File: config.mk
export PLATFORM = sky130hd
export DESIGN_NAME = byte_translate_delete_squeeze_flat
export DESIGN_NICKNAME = d
export VERILOG_FILES = /design/src/rtl/btds_pkg.sv /design/src/rtl/btds_if.sv /design/src/rtl/btds_fifo.sv /design/src/rtl/btds_front.sv /design/src/rtl/btds_back.sv /design/src/rtl/byte_translate_delete_squeeze.sv /design/src/flat_wrapper.sv
export SDC_FILE = /design/constraint.sdc
export NUM_CORES = 2
export LEC_CHECK = 0
export CAP_MARGIN = 20
export CORE_MARGIN = 1
export CORE_UTILIZATION = 32
export DETAILED_ROUTE_END_ITERATION = 16
export DONT_BUFFER_PORTS = 1
export PLACE_DENSITY = 0.48
export SYNTH_ARGS = -nofsm -noshare
export SYNTH_HDL_FRONTEND = slang
export SYNTH_SLANG_ARGS = --single-unit
File: constraint.sdc
create_clock -name clk_i -period 4 [get_ports clk_i]
set_input_delay 0.6 -clock clk_i [delete_from_list [all_inputs] [get_ports clk_i]]
set_output_delay 0.6 -clock clk_i [all_outputs]
set_load 0.05 [all_outputs]
File: src/rtl/btds_pkg.sv
package btds_pkg;

  // Table geometry.
  localparam int SYMBOL_COUNT = 256;
  localparam int IDX_W        = (SYMBOL_COUNT > 1) ? $clog2(SYMBOL_COUNT) : 1;
  localparam int SYM_W        = 8;

  // Configuration port geometry.
  localparam int CFG_IDX_W  = 4;
  localparam int CFG_DATA_W = 8;

  // Queue between the lookup front and the squeeze back end.
  localparam int FIFO_DEPTH = 2;
  localparam int FIFO_PTR_W = (FIFO_DEPTH > 1) ? $clog2(FIFO_DEPTH) : 1;
  localparam int FIFO_CNT_W = $clog2(FIFO_DEPTH + 1);

  typedef enum logic {
    MODE_LOAD = 1'b0,
    MODE_DATA = 1'b1
  } mode_e;

  typedef enum logic [CFG_IDX_W-1:0] {
    CFG_DELETE_EN  = CFG_IDX_W'(0),
    CFG_SQUEEZE_EN = CFG_IDX_W'(1)
  } cfg_idx_e;

  typedef struct packed {
    logic delete_en;
    logic squeeze_en;
  } cfg_t;

  // One translated byte on its way to the squeeze stage.
  typedef struct packed {
    logic [SYM_W-1:0] mapped;
    logic             squeeze_mark;
  } lane_t;

  // True when a byte value has an entry in the tables.
  function automatic logic sym_in_range(logic [SYM_W-1:0] s);
    return 32'(s) < 32'(SYMBOL_COUNT);
  endfunction

  // Table address of a byte value.
  function automatic logic [IDX_W-1:0] sym_index(logic [SYM_W-1:0] s);
    return IDX_W'(s);
  endfunction

endpackage

File: src/rtl/btds_if.sv
// Input item channel: table loads and data bytes.
interface btds_in_if;
  logic                       valid;
  logic                       ready;
  logic                       mode;
  logic [btds_pkg::SYM_W-1:0] symbol;
  logic [btds_pkg::SYM_W-1:0] map_to;
  logic                       delete_mark;
  logic                       squeeze_mark;

  modport source (
    output valid, mode, symbol, map_to, delete_mark, squeeze_mark,
    input  ready
  );
  modport sink (
    input  valid, mode, symbol, map_to, delete_mark, squeeze_mark,
    output ready
  );
endinterface

// Result item channel: filtered bytes.
interface btds_out_if;
  logic                       valid;
  logic                       ready;
  logic [btds_pkg::SYM_W-1:0] out_byte;

  modport source (output valid, out_byte, input ready);
  modport sink (input valid, out_byte, output ready);
endinterface

// Configuration write channel.
interface btds_cfg_if;
  logic                            valid;
  logic                            ready;
  logic [btds_pkg::CFG_IDX_W-1:0]  index;
  logic [btds_pkg::CFG_DATA_W-1:0] data;

  modport source (output valid, index, data, input ready);
  modport sink (input valid, index, data, output ready);
endinterface

File: src/rtl/btds_fifo.sv
module btds_fifo (
  input  logic            clk_i,
  input  logic            rst_ni,
  input  logic            push_valid_i,
  output logic            push_ready_o,
  input  btds_pkg::lane_t push_item_i,
  output logic            pop_valid_o,
  input  logic            pop_ready_i,
  output btds_pkg::lane_t pop_item_o
);

  btds_pkg::lane_t                    slots_q [btds_pkg::FIFO_DEPTH];
  logic [btds_pkg::FIFO_PTR_W-1:0]    wr_ptr_q, wr_ptr_d;
  logic [btds_pkg::FIFO_PTR_W-1:0]    rd_ptr_q, rd_ptr_d;
  logic [btds_pkg::FIFO_CNT_W-1:0]    count_q, count_d;
  logic                               push, pop;

  assign push_ready_o = count_q != btds_pkg::FIFO_CNT_W'(btds_pkg::FIFO_DEPTH);
  assign pop_valid_o  = count_q != '0;
  assign pop_item_o   = slots_q[rd_ptr_q];
  assign push         = push_valid_i && push_ready_o;
  assign pop          = pop_valid_o && pop_ready_i;

  // Pointer and fill count updates, wrapping at the queue depth.
  always_comb begin
    wr_ptr_d = wr_ptr_q;
    rd_ptr_d = rd_ptr_q;
    count_d  = count_q;
    if (push) begin
      wr_ptr_d = (wr_ptr_q == btds_pkg::FIFO_PTR_W'(btds_pkg::FIFO_DEPTH - 1)) ?
                 '0 : wr_ptr_q + 1'b1;
    end
    if (pop) begin
      rd_ptr_d = (rd_ptr_q == btds_pkg::FIFO_PTR_W'(btds_pkg::FIFO_DEPTH - 1)) ?
                 '0 : rd_ptr_q + 1'b1;
    end
    if (push && !pop) begin
      count_d = count_q + 1'b1;
    end else if (pop && !push) begin
      count_d = count_q - 1'b1;
    end
  end

  always_ff @(posedge clk_i or negedge rst_ni) begin
    if (!rst_ni) begin
      wr_ptr_q <= '0;
      rd_ptr_q <= '0;
      count_q  <= '0;
    end else begin
      wr_ptr_q <= wr_ptr_d;
      rd_ptr_q <= rd_ptr_d;
      count_q  <= count_d;
    end
  end

  // Slot storage holds payload only.
  always_ff @(posedge clk_i) begin
    if (push) begin
      slots_q[wr_ptr_q] <= push_item_i;
    end
  end

endmodule

File: src/rtl/btds_front.sv
module btds_front (
  input  logic            clk_i,
  input  logic            rst_ni,
  btds_in_if.sink         in_i,
  input  btds_pkg::cfg_t  cfg_i,
  output logic            lane_valid_o,
  input  logic            lane_ready_i,
  output btds_pkg::lane_t lane_o
);

  // Table memories; an entry that was never loaded reads as its reset value.
  logic [btds_pkg::SYM_W-1:0]        map_mem_q [btds_pkg::SYMBOL_COUNT];
  logic                              del_mem_q [btds_pkg::SYMBOL_COUNT];
  logic                              sq_mem_q  [btds_pkg::SYMBOL_COUNT];
  logic [btds_pkg::SYMBOL_COUNT-1:0] entry_vld_q;

  logic                        in_fire, is_load, in_ok, wr_en, rd_en;
  logic [btds_pkg::IDX_W-1:0]  in_idx, b_idx;

  // Lookup stage registers.
  logic                        a_vld_q, a_vld_d;
  logic [btds_pkg::SYM_W-1:0]  a_sym_q, a_map_q, a_mapped;
  logic                        a_del_q, a_hit_q;
  logic                        a_drop, a_adv, b_take, b_load;

  // Squeeze mark stage registers.
  logic                        b_vld_q, b_vld_d;
  logic [btds_pkg::SYM_W-1:0]  b_mapped_q;
  logic                        b_sq_q, b_hit_q;

  assign in_fire = in_i.valid && in_i.ready;
  assign is_load = in_i.mode == btds_pkg::MODE_LOAD;
  assign in_idx  = btds_pkg::sym_index(in_i.symbol);
  assign in_ok   = btds_pkg::sym_in_range(in_i.symbol);
  assign wr_en   = in_fire && is_load && in_ok;
  assign rd_en   = in_fire && !is_load;

  // A new item enters only when the lookup stage is empty or moves on in the
  // same cycle; no load overtakes the squeeze mark read of an earlier byte.
  assign a_mapped   = a_hit_q ? a_map_q : a_sym_q;
  assign a_drop     = cfg_i.delete_en && a_hit_q && a_del_q;
  assign b_take     = !b_vld_q || lane_ready_i;
  assign a_adv      = a_vld_q && (a_drop || b_take);
  assign b_load     = a_adv && !a_drop;
  assign b_idx      = btds_pkg::sym_index(a_mapped);
  assign in_i.ready = !a_vld_q || a_adv;

  assign lane_valid_o        = b_vld_q;
  assign lane_o.mapped       = b_mapped_q;
  assign lane_o.squeeze_mark = b_hit_q && b_sq_q;

  // Stage occupancy.
  always_comb begin
    a_vld_d = a_vld_q;
    if (rd_en) begin
      a_vld_d = 1'b1;
    end else if (a_adv) begin
      a_vld_d = 1'b0;
    end
    b_vld_d = b_vld_q;
    if (b_load) begin
      b_vld_d = 1'b1;
    end else if (lane_ready_i) begin
      b_vld_d = 1'b0;
    end
  end

  always_ff @(posedge clk_i or negedge rst_ni) begin
    if (!rst_ni) begin
      a_vld_q     <= 1'b0;
      b_vld_q     <= 1'b0;
      entry_vld_q <= '0;
    end else begin
      a_vld_q <= a_vld_d;
      b_vld_q <= b_vld_d;
      if (wr_en) begin
        entry_vld_q[in_idx] <= 1'b1;
      end
    end
  end

  // Translation and delete tables, read by the source byte.
  always_ff @(posedge clk_i) begin
    if (wr_en) begin
      map_mem_q[in_idx] <= in_i.map_to;
      del_mem_q[in_idx] <= in_i.delete_mark;
    end
    if (rd_en) begin
      a_map_q <= map_mem_q[in_idx];
      a_del_q <= del_mem_q[in_idx];
      a_sym_q <= in_i.symbol;
      a_hit_q <= in_ok && entry_vld_q[in_idx];
    end
  end

  // Squeeze table, read by the translated byte.
  always_ff @(posedge clk_i) begin
    if (wr_en) begin
      sq_mem_q[in_idx] <= in_i.squeeze_mark;
    end
    if (b_load) begin
      b_sq_q     <= sq_mem_q[b_idx];
      b_mapped_q <= a_mapped;
      b_hit_q    <= btds_pkg::sym_in_range(a_mapped) && entry_vld_q[b_idx];
    end
  end

endmodule

File: src/rtl/btds_back.sv
module btds_back (
  input  logic            clk_i,
  input  logic            rst_ni,
  input  btds_pkg::cfg_t  cfg_i,
  input  logic            lane_valid_i,
  output logic            lane_ready_o,
  input  btds_pkg::lane_t lane_i,
  btds_out_if.source      out_o
);

  logic                       out_vld_q, out_vld_d;
  logic [btds_pkg::SYM_W-1:0] out_byte_q;
  logic [btds_pkg::SYM_W-1:0] last_q;
  logic                       have_last_q;
  logic                       pop, squeeze_hit, emit;

  assign lane_ready_o = !out_vld_q || out_o.ready;
  assign pop          = lane_valid_i && lane_ready_o;

  // Squeeze on: a marked repeat of the last emitted byte drops.
  assign squeeze_hit = cfg_i.squeeze_en && have_last_q &&
                       (last_q == lane_i.mapped) && lane_i.squeeze_mark;
  assign emit        = pop && !squeeze_hit;

  assign out_o.valid    = out_vld_q;
  assign out_o.out_byte = out_byte_q;

  always_comb begin
    out_vld_d = out_vld_q;
    if (emit) begin
      out_vld_d = 1'b1;
    end else if (out_o.ready) begin
      out_vld_d = 1'b0;
    end
  end

  always_ff @(posedge clk_i or negedge rst_ni) begin
    if (!rst_ni) begin
      out_vld_q   <= 1'b0;
      last_q      <= '0;
      have_last_q <= 1'b0;
    end else begin
      out_vld_q <= out_vld_d;
      if (emit) begin
        last_q      <= lane_i.mapped;
        have_last_q <= 1'b1;
      end
    end
  end

  // Output payload register.
  always_ff @(posedge clk_i) begin
    if (emit) begin
      out_byte_q <= lane_i.mapped;
    end
  end

endmodule

File: src/rtl/byte_translate_delete_squeeze.sv
// Byte filter in the style of tr: translate, delete and squeeze.
// Channels: in_i carries items; mode 0 loads one entry of the translation,
// delete and squeeze tables at index symbol, mode 1 is a data byte. out_o
// carries the surviving translated bytes. cfg_i writes delete_enable
// (index 0) and squeeze_enable (index 1) from bit 0 of data, and is always
// ready; writes to other indexes are ignored.
// Path: a data byte passes the lookup, squeeze mark read, queue and output
// register stages on its way to out_o. Loads take effect for the next item.
// Throughput: one item per cycle, loads and data bytes alike, while out_o
// is not stalled; the table read ports and the one-byte compare with the
// last emitted byte each sit in their own stage.
// Reset: the translation table is the identity, both mark tables are clear,
// no last byte is held and both enables are off. Per-entry valid bits make
// this instant; there is no clearing pass.
// Stall: when out_o is not ready the output register holds its item, the
// two-entry queue fills, then the squeeze mark and lookup stages fill, and
// in_i drops ready. No item is lost or repeated.
module byte_translate_delete_squeeze (
  input  logic       clk_i,
  input  logic       rst_ni,
  btds_in_if.sink    in_i,
  btds_out_if.source out_o,
  btds_cfg_if.sink   cfg_i
);

  btds_pkg::cfg_t  cfg_q;
  logic            f_lane_valid, f_lane_ready;
  btds_pkg::lane_t f_lane;
  logic            q_lane_valid, q_lane_ready;
  btds_pkg::lane_t q_lane;

  // Configuration registers.
  assign cfg_i.ready = 1'b1;

  always_ff @(posedge clk_i or negedge rst_ni) begin
    if (!rst_ni) begin
      cfg_q <= '0;
    end else if (cfg_i.valid) begin
      unique case (cfg_i.index)
        btds_pkg::CFG_DELETE_EN: begin
          cfg_q.delete_en <= cfg_i.data[0];
        end
        btds_pkg::CFG_SQUEEZE_EN: begin
          cfg_q.squeeze_en <= cfg_i.data[0];
        end
        default: begin
        end
      endcase
    end
  end

  // Lookup front: table loads, translation and delete decision.
  btds_front u_front (
    .clk_i        (clk_i),
    .rst_ni       (rst_ni),
    .in_i         (in_i),
    .cfg_i        (cfg_q),
    .lane_valid_o (f_lane_valid),
    .lane_ready_i (f_lane_ready),
    .lane_o       (f_lane)
  );

  btds_fifo u_fifo (
    .clk_i        (clk_i),
    .rst_ni       (rst_ni),
    .push_valid_i (f_lane_valid),
    .push_ready_o (f_lane_ready),
    .push_item_i  (f_lane),
    .pop_valid_o  (q_lane_valid),
    .pop_ready_i  (q_lane_ready),
    .pop_item_o   (q_lane)
  );

  // Squeeze back end and output register.
  btds_back u_back (
    .clk_i        (clk_i),
    .rst_ni       (rst_ni),
    .cfg_i        (cfg_q),
    .lane_valid_i (q_lane_valid),
    .lane_ready_o (q_lane_ready),
    .lane_i       (q_lane),
    .out_o        (out_o)
  );

endmodule

File: src/flat_wrapper.sv
// flat-port wrapper written by rule: the top's interface ports become plain ports
module byte_translate_delete_squeeze_flat 
  (clk_i, rst_ni, in_i_valid, in_i_mode, in_i_symbol, in_i_map_to, in_i_delete_mark, in_i_squeeze_mark, in_i_ready, out_o_valid, out_o_out_byte, out_o_ready, cfg_i_valid, cfg_i_index, cfg_i_data, cfg_i_ready);
  btds_in_if in_i_i ();
  btds_out_if out_o_i ();
  btds_cfg_if cfg_i_i ();
  input  logic clk_i;
  input  logic rst_ni;
  input wire logic [$bits(in_i_i.valid)-1:0] in_i_valid;
  input wire logic [$bits(in_i_i.mode)-1:0] in_i_mode;
  input wire logic [$bits(in_i_i.symbol)-1:0] in_i_symbol;
  input wire logic [$bits(in_i_i.map_to)-1:0] in_i_map_to;
  input wire logic [$bits(in_i_i.delete_mark)-1:0] in_i_delete_mark;
  input wire logic [$bits(in_i_i.squeeze_mark)-1:0] in_i_squeeze_mark;
  output wire logic [$bits(in_i_i.ready)-1:0] in_i_ready;
  output wire logic [$bits(out_o_i.valid)-1:0] out_o_valid;
  output wire logic [$bits(out_o_i.out_byte)-1:0] out_o_out_byte;
  input wire logic [$bits(out_o_i.ready)-1:0] out_o_ready;
  input wire logic [$bits(cfg_i_i.valid)-1:0] cfg_i_valid;
  input wire logic [$bits(cfg_i_i.index)-1:0] cfg_i_index;
  input wire logic [$bits(cfg_i_i.data)-1:0] cfg_i_data;
  output wire logic [$bits(cfg_i_i.ready)-1:0] cfg_i_ready;
  assign in_i_i.valid = in_i_valid;
  assign in_i_i.mode = in_i_mode;
  assign in_i_i.symbol = in_i_symbol;
  assign in_i_i.map_to = in_i_map_to;
  assign in_i_i.delete_mark = in_i_delete_mark;
  assign in_i_i.squeeze_mark = in_i_squeeze_mark;
  assign in_i_ready = in_i_i.ready;
  assign out_o_valid = out_o_i.valid;
  assign out_o_out_byte = out_o_i.out_byte;
  assign out_o_i.ready = out_o_ready;
  assign cfg_i_i.valid = cfg_i_valid;
  assign cfg_i_i.index = cfg_i_index;
  assign cfg_i_i.data = cfg_i_data;
  assign cfg_i_ready = cfg_i_i.ready;
  byte_translate_delete_squeeze u_core (.clk_i(clk_i), .rst_ni(rst_ni), .in_i(in_i_i), .out_o(out_o_i), .cfg_i(cfg_i_i));
endmodule
# Word-level counts from Yosys, hierarchy flattened
# Memory sizes are Yosys's and may differ from the RTL's. A register that Yosys moved wholly into a read port is not among the register bits.
# Index checks and enable logic that the tools add are counted.
# W data, S select, Z words.
totals:
  regBits: 300
  ramBits: 2578
  in_bits: 36
  output_inout_bits: 11
  elab_cells: 89
  n_memories: 4
classes:
  add_sub_neg: 4
  order_cmp: 3
  eq_ne: 3
  muxes: 21
  bitwise: 2
  reduce_logical: 36
mem_list:
  columns: ["name", "words", "width", "read_ports", "rd_ports_with_merged_regs", "wr", "line", "rtl"]
  rows:
  - ["u_core.u_front.map_mem_q", 256, 8, 1, 1, 1, "btds_front.sv:12", "logic [btds_pkg::SYM_W-1:0] map_mem_q [btds_pkg::SYMBOL_COUNT];"]
  - ["u_core.u_front.del_mem_q", 256, 1, 1, 1, 1, "btds_front.sv:13", "logic del_mem_q [btds_pkg::SYMBOL_COUNT];"]
  - ["u_core.u_front.sq_mem_q", 256, 1, 1, 1, 1, "btds_front.sv:14", "logic sq_mem_q [btds_pkg::SYMBOL_COUNT];"]
  - ["u_core.u_fifo.slots_q", 2, 9, 1, 0, 1, "btds_fifo.sv:12", "btds_pkg::lane_t slots_q [btds_pkg::FIFO_DEPTH];"]
ops:
  columns: ["op", "n"]
  rows:
  - ["$or A256 B256 Y256", 1]
  - ["$lt A8 B9 Y1 const B", 2]
  - ["$logic_and A1 B1 Y1", 17]
  - ["$bmux W1 S8", 2]
  - ["$mux W1", 15]
  - ["$reduce_bool A2 Y1", 5]
  - ["$demux W1 S8", 1]
  - ["$eq A8 B8 Y1", 1]
  - ["$ge A8 B1 Y1 const B", 1]
  - ["$mux W8", 1]
  - ["$logic_not A1 Y1", 7]
  - ["$eq A4 B1 Y1 const B", 1]
  - ["$logic_not A4 Y1", 1]
  - ["$logic_or A1 B1 Y1", 4]
  - ["$mux W2", 2]
  - ["$reduce_and A2 Y1", 2]
  - ["$add A1 B1 Y1 const B", 2]
  - ["$add A2 B1 Y2 const B", 1]
  - ["$ne A2 B2 Y1 const B", 1]
  - ["$sub A2 B1 Y2 const B", 1]
  - ["$not A1 Y1", 1]

# Longest topological paths before layout
logic_depth:
  depth_word: 9
  depth_mapped: 12
  depth_no_buf: 8

# Cells and area by module
# A second synthesis with hierarchy kept.
hier_totals:
  hier_cells: 5548
  area_unflattened_um2: 113602.7
by_module_without_submodules:
  columns: ["module", "instances", "cells_each", "area_per_inst_um2", "seq_area_each_um2"]
  rows:
  - ["btds_front", 1, 5448, 111911.1, 84170.7]
  - ["btds_fifo", 1, 46, 860.8, 640.6]
  - ["btds_back", 1, 45, 724.4, 490.5]
  - ["byte_translate_delete_squeeze", 1, 9, 106.4, 50.0]

# Worst setup path before layout
# Ideal clock, no wire load.
synth_path:
  kind: "in2reg"
  start: "input port in_i_symbol[1]"
  end: "memory u_core.u_front.del_mem_q[102], enable pin"
  setup_time_ps: 376
  arrival_ps: 2910
  required_ps: 3624
  slack_ps: 714
  path_stages: 9
  cell_sequence: "buf_2 -> buf_2 -> buf_2 -> buf_1 -> clkbuf_1 -> nor2b_1 -> nand2_1 -> clkbuf_1 -> nor2_1"
synth_rtl:
  columns: ["item", "line", "rtl"]
  rows:
  - ["start, declared", "flat_wrapper.sv:11", "input wire logic [$bits(in_i_i.symbol)-1:0] in_i_symbol;"]
  - ["end, declared", "btds_front.sv:13", null]
# Straight into the memory's write port.

==> summary.txt <==
Run status
  • Status: finished, violations left
  • Failing checks: negative hold slack

CTS
  • Cts hold-fix bufs: 46
  • CTS tree: built
  • Root Driver: clkbuf_16
  • Post-CTS Setup Bufs: 0
  • H-tree levels: 5
  • Worst skew pair latency: 930 ps
  • Longest Clk Path Bufs: 4
  • CTS sink count: 2,888
  • Number of CTS-inserted buffers: 314
  • CTS clk-pin slew, worst paths: 60 ps

Detailed routing
  • Met2 wire length: 172 mm
  • DRC: 0
  • Post-Route WL: 360 mm
  • DR top layer: met5
  • Routed wire per std cell: 32.1 um
  • Met3 wire length: 23.7 mm
  • Via count: 60.0k
  • DR iter-0 viols: 6,484
  • Drt pass-1 iters: 5
  • Post-DRT Antenna Nets: 0
  • WL met1: 153 mm
  • Vias/cell: 5.35

Min path
  • Worst hold path type: in2async

Floorplanning
  • Die Ht: 599 um
  • Die width: 599 um
  • Die area: 0.359 mm^2
  • Core area: 0.354 mm^2
  • Initial core utilization: 32.3%
  • I/O pin count: 47
  • Row count: 218

Logic synthesis
  • Number of synthesized flops with an enable pin: 2,614
  • Ys Warns: 0
  • Asr flop ratio synth: 9.49%
  • Synthesized area per cell: 20.2 um^2
  • Post-synthesis sequential area ratio: 74.8%
  • Synth top area share: 68.7%
  • Synth Flop Type: edfxtp_1
  • Top cell type by total area after synthesis: edfxtp_1
  • Synth cell types: 55
  • Synth top area cells: edfxtp_1, mux4_2, dfrtp_1, o21bai_1, mux2i_1
  • Synth Cell Area: 0.114 mm^2
  • Post-Syn Instances: 5,639
  • Mapped Nets: 5,676
  • FF+latch count, synth: 2,888

Power
  • Peak VDD IR: 0.000401 V
  • Pwr per Cell Area: 487 mW/mm^2
  • Total power: 67.1 mW
  • Leakage: 45.0 nW

Final layout
  • Proportion of layout cells with a drive suffix above 1: 30.3%
  • Nets@finish: 6,271
  • Growth of design area from synthesis to finish: 20.5%
  • Fin area: 0.138 mm^2
  • Fin cells: 11.2k

Placed design
  • Routability congestion estimate: 0.818
  • Dpl hpwl: 194 mm
  • Dpl cell area: 0.126 mm^2
  • PortBufs: 0
  • Setup slack at placement: -1930 ps
  • Placed Cells: 10.6k

Critical path
  • Reg-to-reg setup timing slack: 270 ps
  • Crit path from: in_i_symbol[1]
  • Startpoint types: input pin
  • RR Startpoint: u_core.u_front.a_hit_q$_DFFE_PP_
  • CP Capture Point: u_core.u_front.a_map_q[6]$_DFFE_PP_
  • Worst R2R End: u_core.u_front.b_sq_q$_DFFE_PP_
  • CP Cell Sequence: buf_16 -> buf_16 -> mux4_2 -> mux4_2 -> and3_1 -> a2111oi_0 -> buf_1 -> buf_4 -> a31oi_1 -> o21ai_1 -> nand2_1
  • Worst path slowest cell: buf_16
  • CP required: 4660 ps
  • CP Capture Type: flip-flop
  • R2r worst-path depth: 9
  • Worst path arrival time: 4450 ps
  • Critical path type: in2reg
  • Critical Path Max Stage Delay: 740 ps
  • Worst-path maximum fanout: 177

STA
  • Hold slack: -629 ps
  • Worst slew margin: 9.61%
  • Period minus WS final: 3790 ps
  • Setup slack after layout: 210 ps
  • Clk_skew: 45.0 ps
  • Final hold vios: 274
  • Crit share post-route: 94.7%
  • Max Slew Vio Count: 0
  • Max Freq: 0.264 GHz
  • Setup-failing EPs final: 0
  • Worst-Margin Slew: 1360 ps
  • RSZ-0062 raised after global routing: false

Global routing
  • Initial antenna violation count: 20
  • First-pass GRT wire length: 500 mm
  • Gr usage total: 19.9%
  • Number of global-route vias before repair: 61.1k
  • GRT overflow: 0
  • Largest net degree at the start of global routing: 649

Flow run
  • Max cap viols: 0
## power breakdown
| group | leakage [nW] | internal, mW | switching, mW |
|---|---|---|---|
| registers | 27.3 | 33.3 | 0.388 |
| logic | 12.7 | 1.69 | 2.50 |
| clock network | 5.02 | 16.8 | 12.4 |
| total | 45.0 | 51.7 | 15.3 |
## cell usage after synthesis (all sizes together) (2+ instances only)
| cell | count |
|---|---|
| a21oi | 64 |
| a221oi | 2 |
| a22o | 2 |
| a22oi | 48 |
| a311oi | 2 |
| a31oi | 52 |
| a32o | 2 |
| a32oi | 3 |
| and2 | 4 |
| and3 | 4 |
| buf | 125 |
| clkbuf | 261 |
| dfrtp | 274 |
| edfxtp | 2614 |
| inv | 11 |
| mux2 | 14 |
| mux2i | 143 |
| mux4 | 797 |
| nand2 | 341 |
| nand2b | 5 |
| nand3 | 150 |
| nand3b | 5 |
| nand4 | 6 |
| nor2 | 278 |
| nor2b | 12 |
| nor3 | 30 |
| nor3b | 2 |
| nor4 | 18 |
| o211ai | 2 |
| o21ai | 6 |
| o21bai | 257 |
| o221ai | 65 |
| o22ai | 5 |
| or2 | 3 |
| or3b | 3 |
| or4 | 4 |
| xnor2 | 10 |
| xor2 | 3 |
## registers in the layout, indices dropped and copies added (netlist names), 8 cells and up
name	count
u_core.u_front.entry_vld_q	256
u_core.u_front.map_mem_q	2048
u_core.u_back.out_o.out_byte	8
u_core.u_front.a_sym_q	8
u_core.u_back.last_q	8
u_core.u_front.b_mapped_q	8
u_core.u_front.sq_mem_q	256
u_core.u_front.a_map_q	8
u_core.u_fifo.slots_q	18
u_core.u_front.del_mem_q	256
## repair_timing
item                                    CTS  global route
pin swaps                                 0             0
setup endpoints to repair                10             3
endpoints found under the hold margin  1134           274
gates cloned                              4             1
gates resized for setup                   2             0
## critical path, delay by kind of cell
kind	cells	cell delay [ps]
AOI/OAI and AO/OA	3	600
and+or+nand+nor	2	280
buffers and inverters	4	1640
muxes	2	910
## stage by stage
step                      util [%]  setup TNS [ps]
final                         38.9               0
after global routing          38.9               0
after CTS                     38.9               0
after detailed placement      35.6         -294630
after global placement        35.6         -330090
after floorplan                  -               0
## worst min path at each step
stage            from                                    end  slack [ps]  cells past startpoint
3_3_place_gp   rst_ni    u_core.u_back.last_q[5]$_DFFE_PN0P_         310                      0
2_1_floorplan  rst_ni            u_core.cfg_q[0]$_DFFE_PN0P_         300                      0
3_5_place_dp   rst_ni  u_core.u_back.have_last_q$_DFFE_PN0P_         310                      0
5_1_grt        rst_ni    u_core.u_back.last_q[7]$_DFFE_PN0P_        -670                      0
4_1_cts        rst_ni     u_core.u_fifo.rd_ptr_q$_DFFE_PN0P_        -710                      0
6_report       rst_ni    u_core.u_back.last_q[7]$_DFFE_PN0P_        -630                      0
## layer usage
metal,GRT usage (%),vias to the layer above
met4,5.57,2
met2,32.2,2167
met5,0,-
met3,3.44,450
li1,-,24400
met1,27.5,33000
## layout make-up
type,instances,area [um^2]
Inverter,11,51.3
Clock buffer,390,8390
Sequential cell,2888,85400
Timing Repair Buffer,665,8570
Antenna cell,5,12.5
Fill cell,31700,216000
Multi-Input combinational cell,2354,27400
Tap cell,4730,5920
Clock inverter,181,1950
## logic make-up after synthesis
kind of cell	share of synthesized area, %
buffers and inverters	1.52
XOR/XNOR	0.0997
AND/OR/NAND/NOR	3.22
adder cells (fa/ha/maj)	0.0110
AO/OA/AOI/OAI	3.28
other	0.00328
multiplexers	17.1
flip-flops	74.8
## layout by cell type, fill, tap and decap left out, types with 10 or more instances in the layout
master	netlist	final
clkbuf_8	0	11
clkinv_2	0	58
mux2i_1	143	140
mux2_2	14	14
nand2_4	0	12
nor2_1	278	277
nand3_1	150	146
clkinv_1	0	47
dfrtp_1	274	274
buf_12	0	225
a21oi_1	64	63
o21bai_1	257	257
o221ai_1	65	65
buf_16	0	30
mux4_2	797	797
nor4_1	18	17
clkbuf_1	261	59
buf_4	22	387
dlygate4sd3_1	0	16
nor2b_1	12	10
xnor2_1	10	10
nor3_1	30	30
a31oi_1	52	52
clkinvlp_4	0	17
clkbuf_16	0	322
a22oi_1	48	47
edfxtp_1	2614	2614
bufinv_16	0	26
nand2_1	341	329
(Power assumes the default switching activity.)
